`config.mk`:
```
export PLATFORM = sky130hd
export DESIGN_NAME = bipolar_pulse_train_sequencer_core
export DESIGN_NICKNAME = d
export VERILOG_FILES = /design/src/hdl/bpts_pkg.sv /design/src/hdl/bpts_table.sv /design/src/hdl/bipolar_pulse_train_sequencer_core.sv
export SDC_FILE = /design/constraint.sdc
export NUM_CORES = 2
export LEC_CHECK = 0
export ABC_AREA = 1
export BUFFER_PORTS_ARGS = -buffer_cell sky130_fd_sc_hd__buf_2
export CORE_MARGIN = 10
export CORE_UTILIZATION = 53
export DETAILED_ROUTE_END_ITERATION = 12
export PLACE_DENSITY = 0.71
export SLEW_MARGIN = 20
export SYNTH_ARGS = -nofsm -noshare
export SYNTH_HDL_FRONTEND = slang
export SYNTH_HIERARCHICAL = 1
export SYNTH_SLANG_ARGS = --single-unit
```
`constraint.sdc`:
```
create_clock -name clk -period 3.5 [get_ports clk]
set_input_delay 0.875 -clock clk [delete_from_list [all_inputs] [get_ports clk]]
set_output_delay 0.875 -clock clk [all_outputs]
set_load 0.02 [all_outputs]
```
`src/hdl/bpts_pkg.sv`:
```
`timescale 1ns / 1ps
`default_nettype none

package bpts_pkg;

	// Program table depth and index width
	localparam int TABLE_DEPTH = 16;
	localparam int IDX_W       = (TABLE_DEPTH > 1) ? $clog2(TABLE_DEPTH) : 1;

	typedef logic [IDX_W-1:0] idx_t;

	typedef enum logic [2:0] {
		CMD_TICK  = 3'd0,
		CMD_START = 3'd1,
		CMD_STOP  = 3'd2,
		CMD_WRITE = 3'd3,
		CMD_CLEAR = 3'd4
	} cmd_t;

	typedef enum logic [2:0] {
		PH_STOP   = 3'd0,
		PH_HV_POS = 3'd1,
		PH_HV_NEG = 3'd2,
		PH_LV_POS = 3'd3,
		PH_LV_NEG = 3'd4
	} phase_t;

	// Entry field selects
	localparam logic [3:0] FLD_POS_EL     = 4'd0;
	localparam logic [3:0] FLD_NEG_EL     = 4'd1;
	localparam logic [3:0] FLD_HV_POS_CNT = 4'd2;
	localparam logic [3:0] FLD_HV_NEG_CNT = 4'd3;
	localparam logic [3:0] FLD_LV_POS_CNT = 4'd4;
	localparam logic [3:0] FLD_LV_NEG_CNT = 4'd5;
	localparam logic [3:0] FLD_SEQ_DLY    = 4'd6;
	localparam logic [3:0] FLD_HV_DLY     = 4'd7;
	localparam logic [3:0] FLD_LV_DLY     = 4'd8;
	localparam logic [3:0] FLD_PULSE_DLY  = 4'd9;
	localparam logic [3:0] FLD_HV_ON      = 4'd10;
	localparam logic [3:0] FLD_HV_OFF     = 4'd11;
	localparam logic [3:0] FLD_LV_ON      = 4'd12;
	localparam logic [3:0] FLD_LV_OFF     = 4'd13;
	localparam logic [3:0] FLD_VALID      = 4'd14;

	// Slots of the packed time row (16 bits each)
	localparam int T_SEQ_DLY   = 0;
	localparam int T_HV_DLY    = 1;
	localparam int T_LV_DLY    = 2;
	localparam int T_PULSE_DLY = 3;
	localparam int T_HV_ON     = 4;
	localparam int T_HV_OFF    = 5;
	localparam int T_LV_ON     = 6;
	localparam int T_LV_OFF    = 7;
	localparam int N_TIMES     = 8;

	// Bit of field_value that carries the valid mark
	localparam int VALID_BIT = 7;

	// Supply switch and pole mode codes
	localparam logic [1:0] SW_OFF     = 2'd0;
	localparam logic [1:0] SW_HV      = 2'd1;
	localparam logic [1:0] SW_LV      = 2'd2;
	localparam logic [1:0] SW_KEEP    = 2'd3;
	localparam logic [1:0] POLE_FLOAT = 2'd0;
	localparam logic [1:0] POLE_LOW   = 2'd1;
	localparam logic [1:0] POLE_PULSE = 2'd2;
	localparam logic [1:0] POLE_KEEP  = 2'd3;

	// Table write / clear request
	typedef struct packed {
		logic        en;
		logic        clr;
		idx_t        idx;
		logic [3:0]  field;
		logic [15:0] value;
	} tbl_wr_t;

	// Entry contents seen by the sequencer
	typedef struct packed {
		logic [31:0]         counts;
		logic [16*N_TIMES-1:0] times;
	} entry_rd_t;

endpackage

`default_nettype wire

```
`src/hdl/bpts_table.sv`:
```
`timescale 1ns / 1ps
`default_nettype none

module bpts_table
	import bpts_pkg::*;
(
	input  wire logic      clk,
	input  wire logic      arst_n,
	input  wire tbl_wr_t   wr,
	input  wire idx_t      rd_idx,
	input  wire idx_t      pole_idx,
	input  wire idx_t      vld_idx,
	output entry_rd_t      rd,
	output logic [7:0]     poles,
	output logic           vld
);

	logic [TABLE_DEPTH-1:0] valid_q;
	logic [31:0]            counts_q [TABLE_DEPTH];
	logic [16*N_TIMES-1:0]  times_q  [TABLE_DEPTH];
	logic [7:0]             poles_q  [TABLE_DEPTH];
	logic [3:0]             slot_off;
	logic [2:0]             slot;

	assign slot_off = wr.field - FLD_SEQ_DLY;
	assign slot     = slot_off[2:0];

	always_ff @(posedge clk or negedge arst_n) begin
		if (!arst_n) begin
			valid_q <= '0;
		end else if (wr.clr) begin
			valid_q <= '0;
		end else if (wr.en && wr.field == FLD_VALID) begin
			valid_q[wr.idx] <= wr.value[VALID_BIT];
		end
	end

	// Entry payload, undefined until written
	always_ff @(posedge clk) begin
		if (wr.en) begin
			case (wr.field)
				FLD_POS_EL:     poles_q[wr.idx][3:0] <= wr.value[3:0];
				FLD_NEG_EL:     poles_q[wr.idx][7:4] <= wr.value[3:0];
				FLD_HV_POS_CNT: counts_q[wr.idx][7:0]   <= wr.value[7:0];
				FLD_HV_NEG_CNT: counts_q[wr.idx][15:8]  <= wr.value[7:0];
				FLD_LV_POS_CNT: counts_q[wr.idx][23:16] <= wr.value[7:0];
				FLD_LV_NEG_CNT: counts_q[wr.idx][31:24] <= wr.value[7:0];
				FLD_SEQ_DLY, FLD_HV_DLY, FLD_LV_DLY, FLD_PULSE_DLY,
				FLD_HV_ON, FLD_HV_OFF, FLD_LV_ON, FLD_LV_OFF: begin
					times_q[wr.idx][{slot, 4'd0} +: 16] <= wr.value;
				end
				default: ;
			endcase
		end
	end

	assign rd.counts = counts_q[rd_idx];
	assign rd.times  = times_q[rd_idx];
	assign vld       = valid_q[vld_idx];

	// Electrode read sees a same-beat write
	always_comb begin
		poles = poles_q[pole_idx];
		if (wr.en && wr.idx == pole_idx) begin
			if (wr.field == FLD_POS_EL) begin
				poles[3:0] = wr.value[3:0];
			end
			if (wr.field == FLD_NEG_EL) begin
				poles[7:4] = wr.value[3:0];
			end
		end
	end

endmodule

`default_nettype wire

```
`src/hdl/bipolar_pulse_train_sequencer_core.sv`:
```
`timescale 1ns / 1ps
`default_nettype none

// Channel  Dir  tdata bits                                  tuser bits
// s_*      in   entry_index, field_value, pos/neg_pole_done cmd, field_select
// m_*      out  modes, train timing, electrodes, status     -
//
// One beat in, one beat out. A beat is held in the input register, is
// decoded there against the sequencer state and the table row at entry_ptr,
// and lands in the result register; one beat per cycle while m_tready holds.
// The input register refills while a result waits; back-pressure on m_ reaches
// s_tready only when both registers are full.
// arst_n clears phase, run flag, entry pointer and valid marks; table payload
// is not cleared and must be written before it is used.

module bipolar_pulse_train_sequencer_core
	import bpts_pkg::*;
(
	input  wire logic        clk,
	input  wire logic        arst_n,
	input  wire logic        s_tvalid,
	output logic             s_tready,
	// [3:0] entry_index, [19:4] field_value, [20] pos_pole_done,
	// [21] neg_pole_done, [23:22] zero
	input  wire logic [23:0] s_tdata,
	// [2:0] cmd, [6:3] field_select
	input  wire logic [6:0]  s_tuser,
	output logic             m_tvalid,
	input  wire logic        m_tready,
	// [1:0] switch_mode, [3:2] pos_mode, [5:4] neg_mode, [21:6] train_delay_ms,
	// [37:22] train_on_ms, [53:38] train_off_ms, [61:54] train_count,
	// [65:62] pos_electrode, [69:66] neg_electrode, [70] stop_report,
	// [73:71] phase, [74] enabled, [79:75] zero
	output logic [79:0]      m_tdata
);

	// input register
	logic        vld_s1;
	logic [2:0]  cmd_s1;
	logic [3:0]  idx_s1;
	logic [3:0]  fsel_s1;
	logic [15:0] fval_s1;
	logic        pdone_s1;
	logic        ndone_s1;
	logic        fire_s1;

	// sequencer state
	phase_t      phase_q;
	logic        run_q;
	idx_t        ptr_q;

	// result register
	logic        out_vld_q;
	logic [74:0] res_q;

	// next state / result
	phase_t      phase_n;
	logic        run_n;
	idx_t        ptr_n;
	logic [1:0]  sw_mode;
	logic [1:0]  p_mode;
	logic [1:0]  n_mode;
	logic [15:0] t_dly;
	logic [15:0] t_on;
	logic [15:0] t_off;
	logic [7:0]  t_cnt;
	logic        rpt;

	// table side
	tbl_wr_t     tbl_wr;
	entry_rd_t   cur;
	logic [7:0]  poles_n;
	logic        nx_vld;
	idx_t        ptr_inc;
	logic        ptr_last;

	// train search
	logic [2:0]  adv_from;
	logic [2:0]  adv_sel;
	logic        adv_found;
	logic        adv_hv;
	logic        adv_pos;
	logic [15:0] adv_dly;
	logic        pole_done;

	assign fire_s1  = vld_s1 && (!out_vld_q || m_tready);
	assign s_tready = !vld_s1 || fire_s1;

	always_ff @(posedge clk or negedge arst_n) begin
		if (!arst_n) begin
			vld_s1 <= 1'b0;
		end else if (s_tready) begin
			vld_s1 <= s_tvalid;
		end
	end

	always_ff @(posedge clk) begin
		if (s_tvalid && s_tready) begin
			cmd_s1   <= s_tuser[2:0];
			fsel_s1  <= s_tuser[6:3];
			idx_s1   <= s_tdata[3:0];
			fval_s1  <= s_tdata[19:4];
			pdone_s1 <= s_tdata[20];
			ndone_s1 <= s_tdata[21];
		end
	end

	// Table writes are applied as the beat leaves the input register.
	// Indices past the table are dropped.
	assign tbl_wr.en    = fire_s1 && cmd_s1 == CMD_WRITE && 32'(idx_s1) < TABLE_DEPTH;
	assign tbl_wr.clr   = fire_s1 && cmd_s1 == CMD_CLEAR;
	assign tbl_wr.idx   = IDX_W'(idx_s1);
	assign tbl_wr.field = fsel_s1;
	assign tbl_wr.value = fval_s1;

	assign ptr_inc  = ptr_q + idx_t'(1);
	assign ptr_last = (ptr_q == IDX_W'(TABLE_DEPTH - 1));

	bpts_table u_table (
		.clk      (clk),
		.arst_n   (arst_n),
		.wr       (tbl_wr),
		.rd_idx   (ptr_q),
		.pole_idx (ptr_n),
		.vld_idx  (ptr_inc),
		.rd       (cur),
		.poles    (poles_n),
		.vld      (nx_vld)
	);

	// First train after the current phase with a nonzero count
	always_comb begin
		adv_from  = (phase_q == PH_STOP) ? 3'd0 : 3'(phase_q);
		adv_sel   = 3'd0;
		adv_found = 1'b0;
		for (int p = 4; p >= 1; p--) begin
			if (3'(p) > adv_from && cur.counts[8*(p-1) +: 8] != 8'd0) begin
				adv_sel   = 3'(p);
				adv_found = 1'b1;
			end
		end
		adv_hv  = (adv_sel <= 3'(PH_HV_NEG));
		adv_pos = (adv_sel == 3'(PH_HV_POS)) || (adv_sel == 3'(PH_LV_POS));
		// Delay: first train of an entry, HV to HV, LV to LV, else between kinds
		if (adv_from == 3'(PH_STOP)) begin
			adv_dly = cur.times[16*T_SEQ_DLY +: 16];
		end else if (adv_from == 3'(PH_HV_POS) && adv_sel == 3'(PH_HV_NEG)) begin
			adv_dly = cur.times[16*T_HV_DLY +: 16];
		end else if (adv_from == 3'(PH_LV_POS) && adv_sel == 3'(PH_LV_NEG)) begin
			adv_dly = cur.times[16*T_LV_DLY +: 16];
		end else begin
			adv_dly = cur.times[16*T_PULSE_DLY +: 16];
		end
	end

	assign pole_done = (phase_q == PH_HV_POS || phase_q == PH_LV_POS) ? pdone_s1 : ndone_s1;

	always_comb begin
		phase_n = phase_q;
		run_n   = run_q;
		ptr_n   = ptr_q;
		sw_mode = SW_KEEP;
		p_mode  = POLE_KEEP;
		n_mode  = POLE_KEEP;
		t_dly   = '0;
		t_on    = '0;
		t_off   = '0;
		t_cnt   = '0;
		rpt     = 1'b0;
		case (cmd_s1)
			CMD_TICK: begin
				if (phase_q == PH_STOP && !run_q) begin
					// idle: hold the bridge off
					sw_mode = SW_OFF;
					p_mode  = POLE_FLOAT;
					n_mode  = POLE_FLOAT;
				end else if (phase_q != PH_STOP && !run_q) begin
					// stopped mid-program: drop back, outputs untouched
					phase_n = PH_STOP;
				end else if (phase_q == PH_STOP || (pole_done && phase_q != PH_LV_NEG)) begin
					if (adv_found) begin
						sw_mode = adv_hv ? SW_HV : SW_LV;
						p_mode  = adv_pos ? POLE_PULSE : POLE_LOW;
						n_mode  = adv_pos ? POLE_LOW : POLE_PULSE;
						t_dly   = adv_dly;
						t_on    = adv_hv ? cur.times[16*T_HV_ON +: 16]
						                 : cur.times[16*T_LV_ON +: 16];
						t_off   = adv_hv ? cur.times[16*T_HV_OFF +: 16]
						                 : cur.times[16*T_LV_OFF +: 16];
						t_cnt   = cur.counts[{adv_sel[1:0] - 2'd1, 3'd0} +: 8];
						phase_n = phase_t'(adv_sel);
					end else begin
						run_n   = 1'b0;
						phase_n = PH_STOP;
					end
				end else if (pole_done) begin
					// last train of the entry finished
					phase_n = PH_STOP;
					if (ptr_last || !nx_vld) begin
						ptr_n = '0;
						run_n = 1'b0;
						rpt   = 1'b1;
					end else begin
						ptr_n  = ptr_inc;
						p_mode = POLE_FLOAT;
						n_mode = POLE_FLOAT;
					end
				end
			end
			CMD_START: run_n = 1'b1;
			CMD_STOP:  run_n = 1'b0;
			CMD_WRITE: ;
			CMD_CLEAR: ptr_n = '0;
			default: ;
		endcase
	end

	always_ff @(posedge clk or negedge arst_n) begin
		if (!arst_n) begin
			phase_q   <= PH_STOP;
			run_q     <= 1'b0;
			ptr_q     <= '0;
			out_vld_q <= 1'b0;
		end else begin
			if (fire_s1) begin
				phase_q   <= phase_n;
				run_q     <= run_n;
				ptr_q     <= ptr_n;
				out_vld_q <= 1'b1;
			end else if (m_tready) begin
				out_vld_q <= 1'b0;
			end
		end
	end

	always_ff @(posedge clk) begin
		if (fire_s1) begin
			res_q <= {run_n, 3'(phase_n), rpt, poles_n[7:4], poles_n[3:0], t_cnt,
			          t_off, t_on, t_dly, n_mode, p_mode, sw_mode};
		end
	end

	assign m_tvalid = out_vld_q;
	assign m_tdata  = {5'd0, res_q};

`ifndef ASSERT_OFF
	// a finished program always reports stopped and disabled
	a_report_stops: assert property (@(posedge clk) disable iff (!arst_n)
		out_vld_q && res_q[70] |-> res_q[73:71] == 3'(PH_STOP) && !res_q[74])
		else $error("stop_report without stop phase");

	// entry pointer only moves on a tick or a table clear
	a_ptr_moves: assert property (@(posedge clk) disable iff (!arst_n)
		!$stable(ptr_q) |-> $past(fire_s1 && (cmd_s1 == CMD_TICK || cmd_s1 == CMD_CLEAR)))
		else $error("entry pointer moved without tick or clear");

	// a train is only entered from stop while running
	a_train_needs_run: assert property (@(posedge clk) disable iff (!arst_n)
		phase_q != PH_STOP && $past(phase_q) == PH_STOP |-> $past(run_q))
		else $error("train started while not running");

	// both registers full and stalled: input side must hold off
	a_backpressure: assert property (@(posedge clk) disable iff (!arst_n)
		vld_s1 && out_vld_q && !m_tready |-> !s_tready)
		else $error("beat accepted into full pipeline");
`endif

endmodule

`default_nettype wire

```
==> flow_summary.yaml <==
run_status:
  status: "complete, but fails checks"
  violations: "negative setup slack"
worst_setup_path:
  start_kind: "flip-flop"
  worstPathArrival_ns: 4.48
  rrSetupSlack_ns: -0.19
  timing.rr.start: "ptr_q[0]"
  crit_fanout: 17
  crit_required_ns: 4.28
  r2r-end: "res_q[21]"
  end_kind: "flip-flop"
  reg2reg_depth: 21
  critPathKind: "flip-flop to flip-flop"
power:
  ir_drop_mv: 0.5900
  power.leakage_nw: 43.77
  power_density_nw_per_um2: 686.6
finish:
  fin_area_um2: 132400
  multi_input_area_um2: 27000
  syn2layout_area_growth_pct: 16.08
  drive_gt1_share_pct: 15.83
  num-fill-cells: 15690
  nNetsFinal: 9769
  seqCellArea_um2: 84450
  layout.cells.non_filler: 12760
  fin_util_pct: 61.75
sta:
  max_freq_ghz: 0.2707
  fin_hold_ws_ns: 0.1208
  maxSlewHeadroom_pct: 22.94
  tightest_slew_ns: 1.156
  rsz0062_at_grt: "true"
  final.min_clock_period_ns: 3.694
  hold_viol: 0
  fin_skew_ns: 0.05749
  setup_violations: 55
  post-route-period-util_pct: 105.5
  fin_ws_ns: -0.1942
  slew_violations: 0
placed_design:
  port-buffer-count: 109
  place_inst: 12210
  dpl_cell_area_um2: 121800
  place_hpwl_um: 185200
  gp_congestion: 0.9416
floorplanning:
  die_w_um: 483.9
  ios: 117
  core_um2: 214400
  die_h_um: 483.9
  start_util_pct: 53.20
  die-area_um2: 234200
  num_rows: 170
routing:
  first_iter_violations: 11350
  drc_errors: 0
  wl_per_cell_um: 25.51
  ant_nets: 0
  vias: 78450
  via_per_inst: 6.147
  drtPass1Iterations: 6
  wl_um: 325600
global_route:
  grt_first_pass_wirelength_um: 473100
  grt.overflow.total: 0
  antenna_found_initial: 13
  first_global_vias: 74500
  grtUsageTotal_pct: 26.54
  grt_start_max_net_pins: 216
synthesis:
  yosysMostFrequentCell: "edfxtp_1"
  synth_cell_types: 42
  synth.top_cell.area_share_pct: 73.46
  synth_area_um2: 114100
  netlist_top_cells_area: "edfxtp_1 73%, nor2_1 6.7%, o21ai_0 5.5%"
  yosysSeqAreaShare_pct: 74.03
  synth_top_area_cell: "edfxtp_1"
  synth_seq_cells: 2816
  avgSynthCellArea_um2: 12.33
  syn_inst: 9251
  ys_warn_count: 6
  ys.flop_type: "edfxtp_1"
  synth_edf_count: 2790
  synth_common_cells: "2,790 x edfxtp_1, 2,027 x nor2_1, 1,252 x o21ai_0"
  async_flop_share_pct: 0.9233
run:
  maxCapViolations: 0
worst_hold_path:
  min_path_type: "input port to flip-flop"
  hold_depth: 1
  min_from: "s_tdata[18]"
  holdPathEnd: "fval_s1[14]"
clocking:
  cts.sinks: 2816
  cts_tree: "yes"
  cts_buffer_depth: 4
  cts-root-buf: "clkbuf_16"
  numCtsBuffers: 298
  clk-insertion-delay-late_ns: 0.93
  clkSlewWorstSetupHoldPaths_ns: 0.06
  htree_num_levels: 5
[power breakdown]
part           switching, mW  leakage [nW]  internal (mW)
combinational           16.2          15.6           7.97
sequential             0.200          23.9           37.3
clock                   12.4          4.30           16.7
[state kept, by name, indices dropped and copies added (netlist names)]
| name | count |
|---|---|
| pdone_s1 | 1 |
| run_q | 1 |
| m_tvalid | 1 |
| u_table/counts_q | 512 |
| u_table/poles_q | 128 |
| fval_s1 | 16 |
| u_table/times_q | 2048 |
| phase_q | 3 |
| ptr_q | 4 |
| vld_s1 | 1 |
| fsel_s1 | 4 |
| res_q | 73 |
| cmd_s1 | 3 |
| ndone_s1 | 1 |
| u_table/valid_q | 16 |
| idx_s1 | 4 |
[worst max-delay path by stage]
stage                     startpoint   endpoint  slack [ns]  cells after the start
after detailed placement    ptr_q[0]  res_q[21]       -0.38                     21
after CTS                   ptr_q[0]   res_q[8]       -0.13                     26
after global placement      ptr_q[0]  res_q[50]       -0.38                     21
after global routing        ptr_q[0]  res_q[56]       -0.33                     21
final                       ptr_q[0]  res_q[21]       -0.19                     21
after floorplan             ptr_q[0]  res_q[34]        0.09                     22
[layout make-up]
class                   count  share of cell area (%)
well taps                2838                   2.682
repair inverters            3                 0.03969
inverters                 263                  0.7977
diodes                     10                 0.01890
repair buffers            804                   5.644
clock buffers             371                   5.959
flip-flops and latches   2816                   63.79
clock inverters           123                  0.6786
multi-input cells        5534                   20.39
[kinds of logic (layout without fill, tap and decap cells)]
family	after synthesis	count (layout)	share of synthesized area, %
AOI/OAI and AO/OA	2115	2115	10.69
DFF	2816	2816	74.03
adders and majority gates	14	14	0.1536
other	1	15	0.003288
xor gates and xnor gates	3	3	0.02304
buffers and inverters	905	1564	3.294
and+or+nand+nor	3397	3397	11.81
[worst max-delay path: stages, from the launching register on]
cell,delay (ns)
dfrtp_4,0.50
buf_12,0.16
bufbuf_16,0.29
o21ai_0,0.23
o211ai_1,0.13
nand3_1,0.15
nand2_1,0.12
nor2_2,0.12
nand2_2,0.13
o21bai_4,0.18
nand2_2,0.07
nand2_1,0.08
buf_4,0.15
ha_4,0.13
nor3b_4,0.20
buf_12,0.16
buf_12,0.16
nand2_8,0.08
clkbuf_16,0.17
nand2_4,0.06
nand3_2,0.07
a21oi_2,0.19
[routing by layer]
metal | vias up | share of wire (%) | track usage [%] | routed length (um)
met4 | 4 | 4.9 | 12.53 | 15820
met5 | - | 0.0083 | 0 | 27
met1 | 38350 | 37 | 35.64 | 121000
met3 | 825 | 12 | 6.229 | 39430
li1 | 34350 | - | - | -
met2 | 4930 | 46 | 41.08 | 149400
[layout by cell type, fill, tap and decap left out, types with 21 or more instances in the layout]
master,n
a21oi_1,62
a21oi_2,21
buf_12,90
buf_2,109
buf_4,557
clkbuf_1,64
clkbuf_16,313
clkinv_1,61
clkinv_2,40
dfrtp_1,22
edfxtp_1,2790
inv_1,241
nand2_1,848
nand2_2,47
nand3_1,377
nand3_2,25
nand4_1,28
nor2_1,1839
nor2_2,201
o211ai_1,302
o21ai_0,1196
o21ai_1,176
o21ai_2,30
o221ai_1,138
o22ai_1,166
[metrics by stage]
step | power, mW | TNS, ns | setup WS [ns]
finish | 90.90 | -6.495 | -0.1942
global route | 94.52 | -14.57 | -0.3342
CTS | 89.52 | -2.578 | -0.1258
detailed placement | 59.69 | -17.91 | -0.3794
global placement | 59.02 | -16.71 | -0.3793
floorplan | 52.23 | 0 | 0.09379
[what timing repair did]
| item | in CTS | in global routing |
|---|---|---|
| setup buffers | 17 | 9 |
| endpoints found under the setup margin | 66 | 69 |
| pin swaps | 35 | 64 |
| hold endpoints to repair | 26 | 0 |
| gates cloned | 9 | 11 |
| gates resized for setup | 107 | 217 |
| hold buffers | 1 | 0 |
Note: power is estimated with default switching activity, not from simulation.
